## src/design/cia_pkg.sv

```systemverilog
`default_nettype none
package cia_pkg;

  // decision codes
  localparam logic [1:0] DEC_KEEP        = 2'd0;
  localparam logic [1:0] DEC_MERGE       = 2'd1;
  localparam logic [1:0] DEC_DROP_FIRST  = 2'd2;
  localparam logic [1:0] DEC_DROP_SECOND = 2'd3;

  // configuration register indexes
  localparam logic [2:0] REG_MIN_SHARED  = 3'd0;
  localparam logic [2:0] REG_SLACK       = 3'd1;
  localparam logic [2:0] REG_BIN_MARGIN  = 3'd2;
  localparam logic [2:0] REG_CELL_ONE    = 3'd3;
  localparam logic [2:0] REG_CELL_TWO    = 3'd4;
  localparam logic [2:0] REG_CELL_THREE  = 3'd5;
  localparam logic [2:0] REG_CELL_FOUR   = 3'd6;

  localparam int QUEUE_DEPTH = 2;
  localparam int MAX_DIFF    = 4;

  typedef struct packed {
    logic [7:0] min_shared_cells;
    logic [3:0] shared_slack;
    logic [7:0] bin_margin;
    logic [7:0] cell_margin_one;
    logic [7:0] cell_margin_two;
    logic [7:0] cell_margin_three;
    logic [7:0] cell_margin_four;
  } cfg_t;

  // classified pair, as handed from the front to the back
  typedef struct packed {
    logic               in_tree;
    logic [2:0]         diff;
    logic signed [9:0]  d_cells;
    logic signed [5:0]  d_layers;
    logic signed [16:0] d_bins;
    logic signed [5:0]  d_level;
  } cls_t;

endpackage
`default_nettype wire

```

## src/design/cia_front.sv

```systemverilog
`default_nettype none
module cia_front (
  input  wire logic          s_tvalid,
  output logic               s_tready,
  input  wire logic [79:0]   s_tdata,
  input  wire cia_pkg::cfg_t cfg,
  input  wire logic          q_ready,
  output logic               push,
  output cia_pkg::cls_t      item
);

  logic [8:0]         cells_first;
  logic [8:0]         cells_second;
  logic [4:0]         layers_first;
  logic [4:0]         layers_second;
  logic [15:0]        bins_first;
  logic [15:0]        bins_second;
  logic [4:0]         level_first;
  logic [4:0]         level_second;
  logic [8:0]         shared_cells;
  logic [8:0]         min_cells;
  logic signed [9:0]  diff;
  logic signed [10:0] diff_slack;
  logic               gate;
  logic               diff_ok;

  assign cells_first   = s_tdata[8:0];
  assign cells_second  = s_tdata[17:9];
  assign layers_first  = s_tdata[22:18];
  assign layers_second = s_tdata[27:23];
  assign bins_first    = s_tdata[43:28];
  assign bins_second   = s_tdata[59:44];
  assign level_first   = s_tdata[64:60];
  assign level_second  = s_tdata[69:65];
  assign shared_cells  = s_tdata[78:70];

  always_comb begin
    min_cells  = (cells_first <= cells_second) ? cells_first : cells_second;
    diff       = $signed({1'b0, min_cells}) - $signed({1'b0, shared_cells});
    diff_slack = {diff[9], diff} + $signed({7'b0, cfg.shared_slack});
    gate       = (shared_cells >= {1'b0, cfg.min_shared_cells})
                 && (diff_slack <= $signed({2'b0, shared_cells}));
    // negative or above four differing cells falls through to keep both
    diff_ok    = !diff[9] && (diff[8:3] == 6'd0)
                 && (diff[2:0] <= 3'(cia_pkg::MAX_DIFF));

    item.in_tree  = gate && diff_ok;
    item.diff     = diff[2:0];
    item.d_cells  = $signed({1'b0, cells_first}) - $signed({1'b0, cells_second});
    item.d_layers = $signed({1'b0, layers_first}) - $signed({1'b0, layers_second});
    item.d_bins   = $signed({1'b0, bins_first}) - $signed({1'b0, bins_second});
    item.d_level  = $signed({1'b0, level_first}) - $signed({1'b0, level_second});
  end

  assign s_tready = q_ready;
  assign push     = s_tvalid && q_ready;

endmodule
`default_nettype wire

```

## src/design/cia_queue.sv

```systemverilog
`default_nettype none
module cia_queue #(
  parameter int DEPTH = cia_pkg::QUEUE_DEPTH
) (
  input  wire logic          clk,
  input  wire logic          rst,
  input  wire logic          push,
  input  wire cia_pkg::cls_t push_item,
  output logic               in_ready,
  input  wire logic          pop,
  output cia_pkg::cls_t      pop_item,
  output logic               out_valid
);

  localparam int AW = (DEPTH > 1) ? $clog2(DEPTH) : 1;
  localparam int CW = $clog2(DEPTH + 1);
  localparam logic [AW-1:0] LAST = AW'(DEPTH - 1);

  cia_pkg::cls_t mem [DEPTH];
  logic [AW-1:0] wr_ptr;
  logic [AW-1:0] rd_ptr;
  logic [CW-1:0] count;
  logic          do_push;
  logic          do_pop;

  assign in_ready  = (count != CW'(DEPTH));
  assign out_valid = (count != '0);
  assign do_push   = push && in_ready;
  assign do_pop    = pop && out_valid;
  assign pop_item  = mem[rd_ptr];

  always_ff @(posedge clk) begin
    if (do_push) begin
      mem[wr_ptr] <= push_item;
    end
  end

  always_ff @(posedge clk) begin
    if (rst) begin
      wr_ptr <= '0;
      rd_ptr <= '0;
      count  <= '0;
    end else begin
      if (do_push) begin
        wr_ptr <= (wr_ptr == LAST) ? '0 : wr_ptr + AW'(1);
      end
      if (do_pop) begin
        rd_ptr <= (rd_ptr == LAST) ? '0 : rd_ptr + AW'(1);
      end
      if (do_push && !do_pop) begin
        count <= count + CW'(1);
      end else if (do_pop && !do_push) begin
        count <= count - CW'(1);
      end
    end
  end

endmodule
`default_nettype wire

```

## src/design/cia_back.sv

```systemverilog
`default_nettype none
module cia_back (
  input  wire logic          clk,
  input  wire logic          rst,
  input  wire cia_pkg::cfg_t cfg,
  input  wire logic          q_valid,
  input  wire cia_pkg::cls_t q_item,
  output logic               pop,
  output logic               m_tvalid,
  input  wire logic          m_tready,
  output logic [7:0]         m_tdata
);

  logic [7:0]         cell_margin;
  logic signed [16:0] bm;
  logic signed [9:0]  cm;
  logic [1:0]         dec;
  logic [2:0]         fake_level;
  logic               stop_scan;

  function automatic logic [1:0] by_sign(input logic is_zero, input logic is_neg);
    logic [1:0] r;
    if (is_zero) r = cia_pkg::DEC_KEEP;
    else if (is_neg) r = cia_pkg::DEC_DROP_FIRST;
    else r = cia_pkg::DEC_DROP_SECOND;
    return r;
  endfunction

  always_comb begin
    unique case (q_item.diff)
      3'd1:    cell_margin = cfg.cell_margin_one;
      3'd2:    cell_margin = cfg.cell_margin_two;
      3'd3:    cell_margin = cfg.cell_margin_three;
      default: cell_margin = cfg.cell_margin_four;
    endcase
    // with no differing cells the strong rule is a plain sign test
    if (q_item.diff == 3'd0) begin
      bm = '0;
      cm = '0;
    end else begin
      bm = $signed({9'b0, cfg.bin_margin});
      cm = $signed({2'b0, cell_margin});
    end

    dec = cia_pkg::DEC_KEEP;
    if (q_item.in_tree) begin
      priority if (q_item.d_bins > bm && q_item.d_cells > cm) begin
        dec = cia_pkg::DEC_DROP_SECOND;
      end else if (q_item.d_bins < -bm && q_item.d_cells < -cm) begin
        dec = cia_pkg::DEC_DROP_FIRST;
      end else if (q_item.d_level != 0) begin
        dec = by_sign(1'b0, q_item.d_level[5]);
      end else if (q_item.diff != 3'd0 && q_item.d_layers != 0) begin
        dec = by_sign(1'b0, q_item.d_layers[5]);
      end else if (q_item.d_bins != 0) begin
        dec = by_sign(1'b0, q_item.d_bins[16]);
      end else if (q_item.d_cells != 0) begin
        dec = by_sign(1'b0, q_item.d_cells[9]);
      end else if (q_item.diff == 3'd0) begin
        dec = cia_pkg::DEC_MERGE;
      end else begin
        dec = cia_pkg::DEC_KEEP;
      end
    end

    fake_level = (dec == cia_pkg::DEC_KEEP) ? 3'd0 : q_item.diff + 3'd1;
    stop_scan  = (dec == cia_pkg::DEC_MERGE) || (dec == cia_pkg::DEC_DROP_SECOND);
  end

  assign pop = q_valid && (!m_tvalid || m_tready);

  always_ff @(posedge clk) begin
    if (rst) begin
      m_tvalid <= 1'b0;
    end else if (!m_tvalid || m_tready) begin
      m_tvalid <= q_valid;
    end
  end

  always_ff @(posedge clk) begin
    if (pop) begin
      m_tdata <= {2'b00, stop_scan, fake_level, dec};
    end
  end

endmodule
`default_nettype wire

```

## src/design/cluster_inclusion_arbiter.sv

```systemverilog
`default_nettype none
// channel   dir  handshake            payload
// s_axis    in   s_tvalid/s_tready    one pair of clusters and their shared cells
// m_axis    out  m_tvalid/m_tready    decision, fake level, stop-scan flag
// cfg       in   cfg_we               cfg_index selects the register, cfg_data the value
//
// one item per cycle while m_tready is high; a taken item passes the queue and then
// the output register; the front classifies in the accept cycle and writes the queue,
// the back runs the comparison tree into the output register
// s_tready depends only on queue fill, so it falls only once the queue is full
// synchronous reset empties the queue and output register and loads default margins
module cluster_inclusion_arbiter #(
  parameter int QUEUE_DEPTH = cia_pkg::QUEUE_DEPTH
) (
  input  wire logic        clk,
  input  wire logic        rst,
  input  wire logic        s_tvalid,
  output logic             s_tready,
  // cells_first, cells_second, layers_first, layers_second, bins_first,
  // bins_second, level_first, level_second, shared_cells
  input  wire logic [79:0] s_tdata,
  output logic             m_tvalid,
  input  wire logic        m_tready,
  // decision, fake_level, stop_scan
  output logic [7:0]       m_tdata,
  input  wire logic        cfg_we,
  input  wire logic [2:0]  cfg_index,
  input  wire logic [7:0]  cfg_data
);

  cia_pkg::cfg_t cfg;
  cia_pkg::cls_t push_item;
  cia_pkg::cls_t pop_item;
  logic          q_ready;
  logic          push;
  logic          q_valid;
  logic          pop;

  always_ff @(posedge clk) begin
    if (rst) begin
      cfg.min_shared_cells  <= 8'd6;
      cfg.shared_slack      <= 4'd2;
      cfg.bin_margin        <= 8'd2;
      cfg.cell_margin_one   <= 8'd4;
      cfg.cell_margin_two   <= 8'd6;
      cfg.cell_margin_three <= 8'd7;
      cfg.cell_margin_four  <= 8'd8;
    end else if (cfg_we) begin
      unique case (cfg_index)
        cia_pkg::REG_MIN_SHARED: cfg.min_shared_cells  <= cfg_data;
        cia_pkg::REG_SLACK:      cfg.shared_slack      <= cfg_data[3:0];
        cia_pkg::REG_BIN_MARGIN: cfg.bin_margin        <= cfg_data;
        cia_pkg::REG_CELL_ONE:   cfg.cell_margin_one   <= cfg_data;
        cia_pkg::REG_CELL_TWO:   cfg.cell_margin_two   <= cfg_data;
        cia_pkg::REG_CELL_THREE: cfg.cell_margin_three <= cfg_data;
        cia_pkg::REG_CELL_FOUR:  cfg.cell_margin_four  <= cfg_data;
        default: ;
      endcase
    end
  end

  cia_front u_front (
    .s_tvalid (s_tvalid),
    .s_tready (s_tready),
    .s_tdata  (s_tdata),
    .cfg      (cfg),
    .q_ready  (q_ready),
    .push     (push),
    .item     (push_item)
  );

  cia_queue #(
    .DEPTH (QUEUE_DEPTH)
  ) u_queue (
    .clk       (clk),
    .rst       (rst),
    .push      (push),
    .push_item (push_item),
    .in_ready  (q_ready),
    .pop       (pop),
    .pop_item  (pop_item),
    .out_valid (q_valid)
  );

  cia_back u_back (
    .clk      (clk),
    .rst      (rst),
    .cfg      (cfg),
    .q_valid  (q_valid),
    .q_item   (pop_item),
    .pop      (pop),
    .m_tvalid (m_tvalid),
    .m_tready (m_tready),
    .m_tdata  (m_tdata)
  );

endmodule
`default_nettype wire

```

## config.mk

```make
export PLATFORM = sky130hd
export DESIGN_NAME = cluster_inclusion_arbiter
export DESIGN_NICKNAME = d
export VERILOG_FILES = /design/src/design/cia_pkg.sv /design/src/design/cia_front.sv /design/src/design/cia_queue.sv /design/src/design/cia_back.sv /design/src/design/cluster_inclusion_arbiter.sv
export SDC_FILE = /design/constraint.sdc
export NUM_CORES = 1
export LEC_CHECK = 0
export BUFFER_PORTS_ARGS = -buffer_cell sky130_fd_sc_hd__buf_4
export CAP_MARGIN = 20
export CORE_MARGIN = 10
export CORE_UTILIZATION = 55
export DETAILED_ROUTE_END_ITERATION = 8
export PLACE_DENSITY_LB_ADDON = 0.25
export SLEW_MARGIN = 25
export SYNTH_ARGS = -nofsm -noshare
export SYNTH_HDL_FRONTEND = slang
export SYNTH_SLANG_ARGS = --single-unit
```

## constraint.sdc

```tcl
create_clock -name clk -period 8.58 [get_ports clk]
set_input_delay 1.287 -clock clk [delete_from_list [all_inputs] [get_ports clk]]
set_output_delay 1.287 -clock clk [all_outputs]
set_load 0.02 [all_outputs]
```

# [After elaboration in Yosys (flattened, before gate mapping)]
# Memory sizes are Yosys's and may differ from the RTL's. A register that Yosys moved wholly into a read port is not among the register bits.
# Index checks and enable logic that the tools add are counted.
[op_classes] add_sub_neg=13 magnitude_cmp=8 n_eq_ne=12 n_mux=24 reduce_logical=37
[ops] op="nonzero test 32 bit" n=4
[ops] op="one-hot mux 8 bit (3 select lines)" n=1
[ops] op="subtractor 9 x 9 -> 10 bit" n=2
[ops] op="2-to-1 mux 2 bit" n=9
[ops] op="greater-than comparator 17 x 9 -> 1 bit" n=1
[ops] op="less-than comparator 17 bit" n=1
[ops] op="negator 8 -> 17 bit" n=1
[ops] op="subtractor 16 x 16 -> 17 bit" n=1
[ops] op="2-to-1 mux 8 bit" n=2
[ops] op="AND reduction 2 bit" n=7
[ops] op="logical AND 1 bit" n=13
[ops] op="equality test 3 x 2 -> 1 bit (second input constant)" n=4
[ops] op="subtractor 5 x 5 -> 6 bit" n=2
[ops] op="adder 10 x 5 -> 11 bit" n=1
[ops] op="less-or-equal comparator 11 x 10 -> 1 bit" n=1
[ops] op="2-to-1 mux 1 bit" n=11
[ops] op="greater-than comparator 10 x 9 -> 1 bit" n=1
[ops] op="less-than comparator 10 bit" n=1
[ops] op="negator 8 -> 10 bit" n=1
[ops] op="equality test 3 bit (second input constant)" n=3
[ops] op=">= comparator 9 x 8 -> 1 bit" n=1
[ops] op="less-or-equal comparator 9 bit" n=1
[ops] op="2-to-1 mux 9 bit" n=1
[ops] op="equality test 3 x 1 -> 1 bit (second input constant)" n=2
[ops] op="other kinds (15)" n=22
[totals] register_bits=63 mem_bits_rw=86 inputBits=96 out_inout_bits=10 wordCells=108 memories=1
[mem_list] memory="u_queue.mem" depth=2 word_bits=43 read_ports=1 rd_clocked_by_memory_dff=1 wr=1 line="cia_queue.sv:19" rtl="cia_pkg::cls_t mem [DEPTH];"

# [Depth between registers and ports, before layout]
[logic_depth] ltp_word=11 ltp_mapped=28 mapped_depth_nobuf=28

# [Cells and area by module]
# A second synthesis with hierarchy kept.
[unflattened] hier_cells=982 area_unflattened_um2=10208.5
[by_module_without_submodules] mod="cia_queue" n_inst=1 cells_per_inst=158 area_per_inst_um2=3324.4 seq_area_each_um2=2682.6
[by_module_without_submodules] mod="cia_front" n_inst=1 cells_per_inst=367 area_per_inst_um2=2720.1 seq_area_each_um2=0.0
[by_module_without_submodules] mod="cia_back" n_inst=1 cells_per_inst=266 area_per_inst_um2=2082.0 seq_area_each_um2=170.2
[by_module_without_submodules] mod="cluster_inclusion_arbiter" n_inst=1 cells_per_inst=191 area_per_inst_um2=2082.0 seq_area_each_um2=1041.0

# [Worst setup path after synthesis]
# No wires, ideal clock.
[synth_path] path_kind="input -> register" startpoint="input s_tdata[0]" endpoint="memory u_queue.mem[0][42] (netlist name), data pin" setup_ps=197 arrival_ps=6255 required_ps=8383 slack_ps=2128 path_stages=26 n_path_buf=0 path_cell_list="inv_1 > ha_1 > fa_1 > nor2b_1 > o21ai_0 > nand2b_1 > nor2b_1 > a211o_1 > a21oi_1 > nor2_1 > mux2i_1 > ha_1 > inv_1 > fa_1 > inv_1 > fa_1 > nor2b_1 > o21ai_0 > nand2b_1 > nand2_1 > nor4_1 > xnor2_1 > ha_1 > a2111oi_0 > a211oi_1 > nor4bb_1"
[synth_lines] element="start: declaration" line="cluster_inclusion_arbiter.sv:21" rtl="input wire logic [79:0] s_tdata,"
[synth_lines] element="end: declaration" line="cia_queue.sv:19"

==> impl.org <==
** GRT
- Initial antenna violation count :: 0
- Vias in the first global route :: approximately 7,400
- Gr usage total :: between 10% and 20%
- After global routing the overflow that remains totals 0.
- Maximum number of pins on one net before global-route repair :: 49
- The first global-routing pass estimated ~35,000 um of wire.

** Timing
- Setup repair after global routing left no endpoint under its margin.
- For the final database, setup skew stands at 0.009473 ns.
- Dividing the final minimum period by the clock period gives 77.02%.
- Measured against its own limit, the worst slew margin works out to between 30 and 40%.
- Final setup slack of the worst path :: 1.972 ns
- The count of final max-slew check failures was 0.
- Setup violations remaining at the end of the flow were counted as 0.
- Derived from the worst setup path, the maximum achievable clock frequency is between 0.15 and 0.2 GHz.
- At the pin with the least slew margin, the transition time is between 0.9 and 1 ns.
- The number of hold violations in the final report is 0.
- Adding up every negative setup slack in the final design gives 0 ns.
- Period minus WS final :: approximately 6.6 ns

** Critical path
- CP Class :: input port to flop
- Maximum fanout along the worst path :: 9
- Worst EP required :: 8.76 ns
- The worst setup path is launched from an input port.
- At the worst endpoint, the arrival time is 6.79 ns.
- Endpoint class of the critical path :: flop

** Cells and area
- The library cell used most frequently in the layout, excluding fill and tap cells, is sky130_fd_sc_hd__nand2_1.
- Area used by sequential logic in the layout :: ~4000 um2
- Total area of multi-input combinational cells :: about 5300 um2
- Compared with the post-synthesis result, the final layout area differs by 15.82%.
- The final layout contains 1,317 nets.
- Post-route cell area :: roughly 11,000 um2
- Final-layout fill cell count :: 1,438
- The number of antenna diodes in the final layout is 0.
- Utilization after layout :: roughly 65%
- Fraction of final layout cells with drive strength greater than 1 :: 16.17%
- The top cell types in the final layout, fill and taps aside, are 136 x sky130_fd_sc_hd__nand2_1, 115 x sky130_fd_sc_hd__ha_1, 105 x sky130_fd_sc_hd__buf_4.

** Routing
- Drt wl/cell :: ~16 um
- The count of nets left with antenna violations once routing finished came out at 0.
- Using the TritonRoute via totals, the vias-per-cell ratio works out to 5.519.
- The first detailed-routing pass ran for 5 iterations.
- Number of vias in the routed layout :: about 7,400
- After detailed routing, the number of remaining DRC violations is 0.
- Drt first-iter violations :: about 490
- Wires add up to 20,940 um.

** Power
- The analysis attributes to cell leakage a power of about 4.8 nW.
- Across the VDD grid, the largest voltage drop is ~0.19 mV.
- Power spread over the standard cell area amounts to 246.0 nW/um2.
- Total power after layout :: roughly 2.7 mW

** Placement
- Buffers placed on the I/O ports in this run total about 100.
- Cell area after placement :: between 10,000 and 15,000 um2
- OpenSTA, run right after detailed placement, puts the worst setup slack at approximately 1.5 ns.
- RePlAce Congestion :: 0.8390
- The HPWL after detailed placement is around 16,000 um.

** CTS
- Clock transition at the registers of the reported paths :: ~0.06 ns
- Clock sink total :: around 150
- For the worst-skew pair, the clock arrives at the later sink with an insertion delay of between 0.4 and 0.5 ns.
- Max H-tree Level :: 4
- TritonCTS built the clock tree.
- Post-CTS Setup Bufs :: 0
- For this design, the CTS-stage hold fixing added 0 buffers.
- Clock Root Buffer :: sky130_fd_sc_hd__clkbuf_16
- The longest clock path from root to sink contains 2 buffers.
- Gates resized during post-CTS repair numbered 0.
- Total clock buffers created by CTS :: 17

** Floorplanning
- The die covers around 23,000 um2.
- During I/O placement, the number of pins put on the boundary was about 110.
- After floorplanning, the core was sized to cover ~17,000 um2.
- The floorplan step set the die width to ~150 um.
- The initial utilization of the core area, before any placement, comes to a little under three fifths.
- The floorplan step set the die height to 152.3 um.
- The initialized floorplan defines between 40 and 50 standard-cell rows.

** Yosys
- Yosys mapped a number of flops with a built-in enable equal to 91.
- The Yosys step of the flow raised 0 warnings.
- Post-synth top area share :: between 20% and 30%
- Synthesis produced around 1,000 cells.
- Post-synthesis instance area :: 9627 um2
- After synthesis, the share of flip-flops with an asynchronous set or reset is 0%.
- Among all flip-flop cells after synthesis, the most frequent one is sky130_fd_sc_hd__edfxtp_1.
- Of all cell types, the one taking the most synthesized area is sky130_fd_sc_hd__edfxtp_1.
- Most area-consuming cells after synthesis :: sky130_fd_sc_hd__edfxtp_1 28%, sky130_fd_sc_hd__ha_1 15%, sky130_fd_sc_hd__dfxtp_1 12%
- Summing the sequential cell areas from Yosys gives around 40% of the chip area.
- Number of distinct library cells after synthesis :: a little over 60
- Synthesis inferred approximately 150 register bits.
- Dividing the synthesized area by the synthesized cell count gives 9.646 um2.

** Status
- Run status :: completed

** Min path
- The tightest min-delay check is of the flop to flop type.

** Flow run
- The tool flagged a number of max-cap violations equal to 0.
## per-layer routing
metal | wire length [um] | vias up | global-route usage (%) | share of wire [%]
met1 | 9428 | 3430 | 22.47 | 45
li1 | - | 3754 | - | -
met4 | 306 | 0 | 6.190 | 1.5
met2 | 10230 | 174 | 30.29 | 49
met3 | 974 | 26 | 3.218 | 4.7
met5 | 0 | - | 0 | 0
## report_power, final
group	switching (mW)	internal (mW)
clock network	0.313	0.378
logic	0.628	0.486
registers	0.0383	0.900
## cell families (layout without fill, tap and decap cells)
family | after synthesis | count (layout) | synth area share (%)
buf+inv | 115 | 229 | 4.783
other cells | 1 | 2 | 0.03895
simple gates | 322 | 322 | 15.90
xor+xnor | 47 | 47 | 4.276
compound gates | 189 | 189 | 12.24
mux | 54 | 54 | 6.122
fa+ha+maj | 121 | 121 | 16.19
flops | 149 | 149 | 40.45
## path summary, 6_finish.rpt
| path | start | end | slack [ns] | cells past startpoint |
|---|---|---|---|---|
| worst max-delay path | s_tdata[0] | u_queue.mem[0][42] | 1.97 | 28 |
| worst min-delay path | cfg[4] | cfg[4] | 0.45 | 2 |
| worst max register to register | flop | u_back.m_tdata[3] | 3.47 | 16 |
| worst min register to register | cfg[4] | cfg[4] | 0.45 | 2 |
## layout make-up
| type | instances | share of cell area [%] |
|---|---|---|
| multi-input combinational | 735 | 47.44 |
| clock inverter | 14 | 1.089 |
| inverter | 92 | 3.097 |
| clock buffer | 18 | 3.849 |
| sequential | 149 | 34.93 |
| timing repair buffer | 105 | 7.070 |
| tap | 225 | 2.525 |
## worst max-delay path, stage by stage
cell	delay [ns]
sky130_fd_sc_hd__buf_4	0.09
sky130_fd_sc_hd__inv_1	0.04
sky130_fd_sc_hd__ha_1	0.21
sky130_fd_sc_hd__fa_1	0.41
sky130_fd_sc_hd__nor2b_1	0.12
sky130_fd_sc_hd__o21ai_0	0.08
sky130_fd_sc_hd__nand2b_1	0.13
sky130_fd_sc_hd__nor2b_1	0.14
sky130_fd_sc_hd__a211o_1	0.14
sky130_fd_sc_hd__a21oi_1	0.07
sky130_fd_sc_hd__nor2_1	0.09
sky130_fd_sc_hd__buf_4	0.18
sky130_fd_sc_hd__mux2i_1	0.24
sky130_fd_sc_hd__ha_1	0.19
sky130_fd_sc_hd__inv_1	0.06
sky130_fd_sc_hd__fa_1	0.57
sky130_fd_sc_hd__inv_1	0.09
sky130_fd_sc_hd__fa_1	0.44
sky130_fd_sc_hd__nor2b_1	0.14
sky130_fd_sc_hd__o21ai_0	0.09
sky130_fd_sc_hd__nand2b_1	0.12
sky130_fd_sc_hd__nand2_1	0.08
sky130_fd_sc_hd__nor4_1	0.34
sky130_fd_sc_hd__xnor2_1	0.18
sky130_fd_sc_hd__ha_1	0.28
sky130_fd_sc_hd__a2111oi_0	0.39
sky130_fd_sc_hd__a211oi_1	0.15
sky130_fd_sc_hd__nor4bb_1	0.46
## through the flow
stage / instances / hold slack [ns]
4_1_cts: 1338 / 0.4554
5_1_grt: 1338 / 0.4743
3_5_place_dp: 1306 / 0.4468
6_report: 1338 / 0.4549
2_1_floorplan: 999 / 0.4357
3_3_place_gp: 1306 / 0.4424
## synthesized netlist by cell type, types with 4 or more instances
master                     count
sky130_fd_sc_hd__a211oi_1      5
sky130_fd_sc_hd__a21o_1       20
sky130_fd_sc_hd__a21oi_1      70
sky130_fd_sc_hd__a222oi_1      8
sky130_fd_sc_hd__a31oi_1       7
sky130_fd_sc_hd__and2_1        5
sky130_fd_sc_hd__and3_1        7
sky130_fd_sc_hd__buf_1         4
sky130_fd_sc_hd__clkbuf_1     12
sky130_fd_sc_hd__dfxtp_1      58
sky130_fd_sc_hd__edfxtp_1     91
sky130_fd_sc_hd__fa_1          6
sky130_fd_sc_hd__ha_1        115
sky130_fd_sc_hd__inv_1        92
sky130_fd_sc_hd__mux2_2       31
sky130_fd_sc_hd__mux2i_1      21
sky130_fd_sc_hd__nand2_1     136
sky130_fd_sc_hd__nand2b_1     18
sky130_fd_sc_hd__nand3_1      19
sky130_fd_sc_hd__nand4_1      13
sky130_fd_sc_hd__nor2_1       59
sky130_fd_sc_hd__nor2b_1      19
sky130_fd_sc_hd__nor3_1       19
sky130_fd_sc_hd__nor4_1        9
sky130_fd_sc_hd__o211ai_1      6
sky130_fd_sc_hd__o21a_1       13
sky130_fd_sc_hd__o21ai_0      36
sky130_fd_sc_hd__xnor2_1      32
sky130_fd_sc_hd__xor2_1       15
## state kept, by name, summed over array words and instances, names as in the netlist, named ones only
name and count:
u_back.m_tvalid 1, u_queue.wr_ptr 1, u_queue.mem 86, u_back.m_tdata 5, u_queue.rd_ptr 1, cfg 52
u_queue.count 2
(Power assumes the default switching activity.)
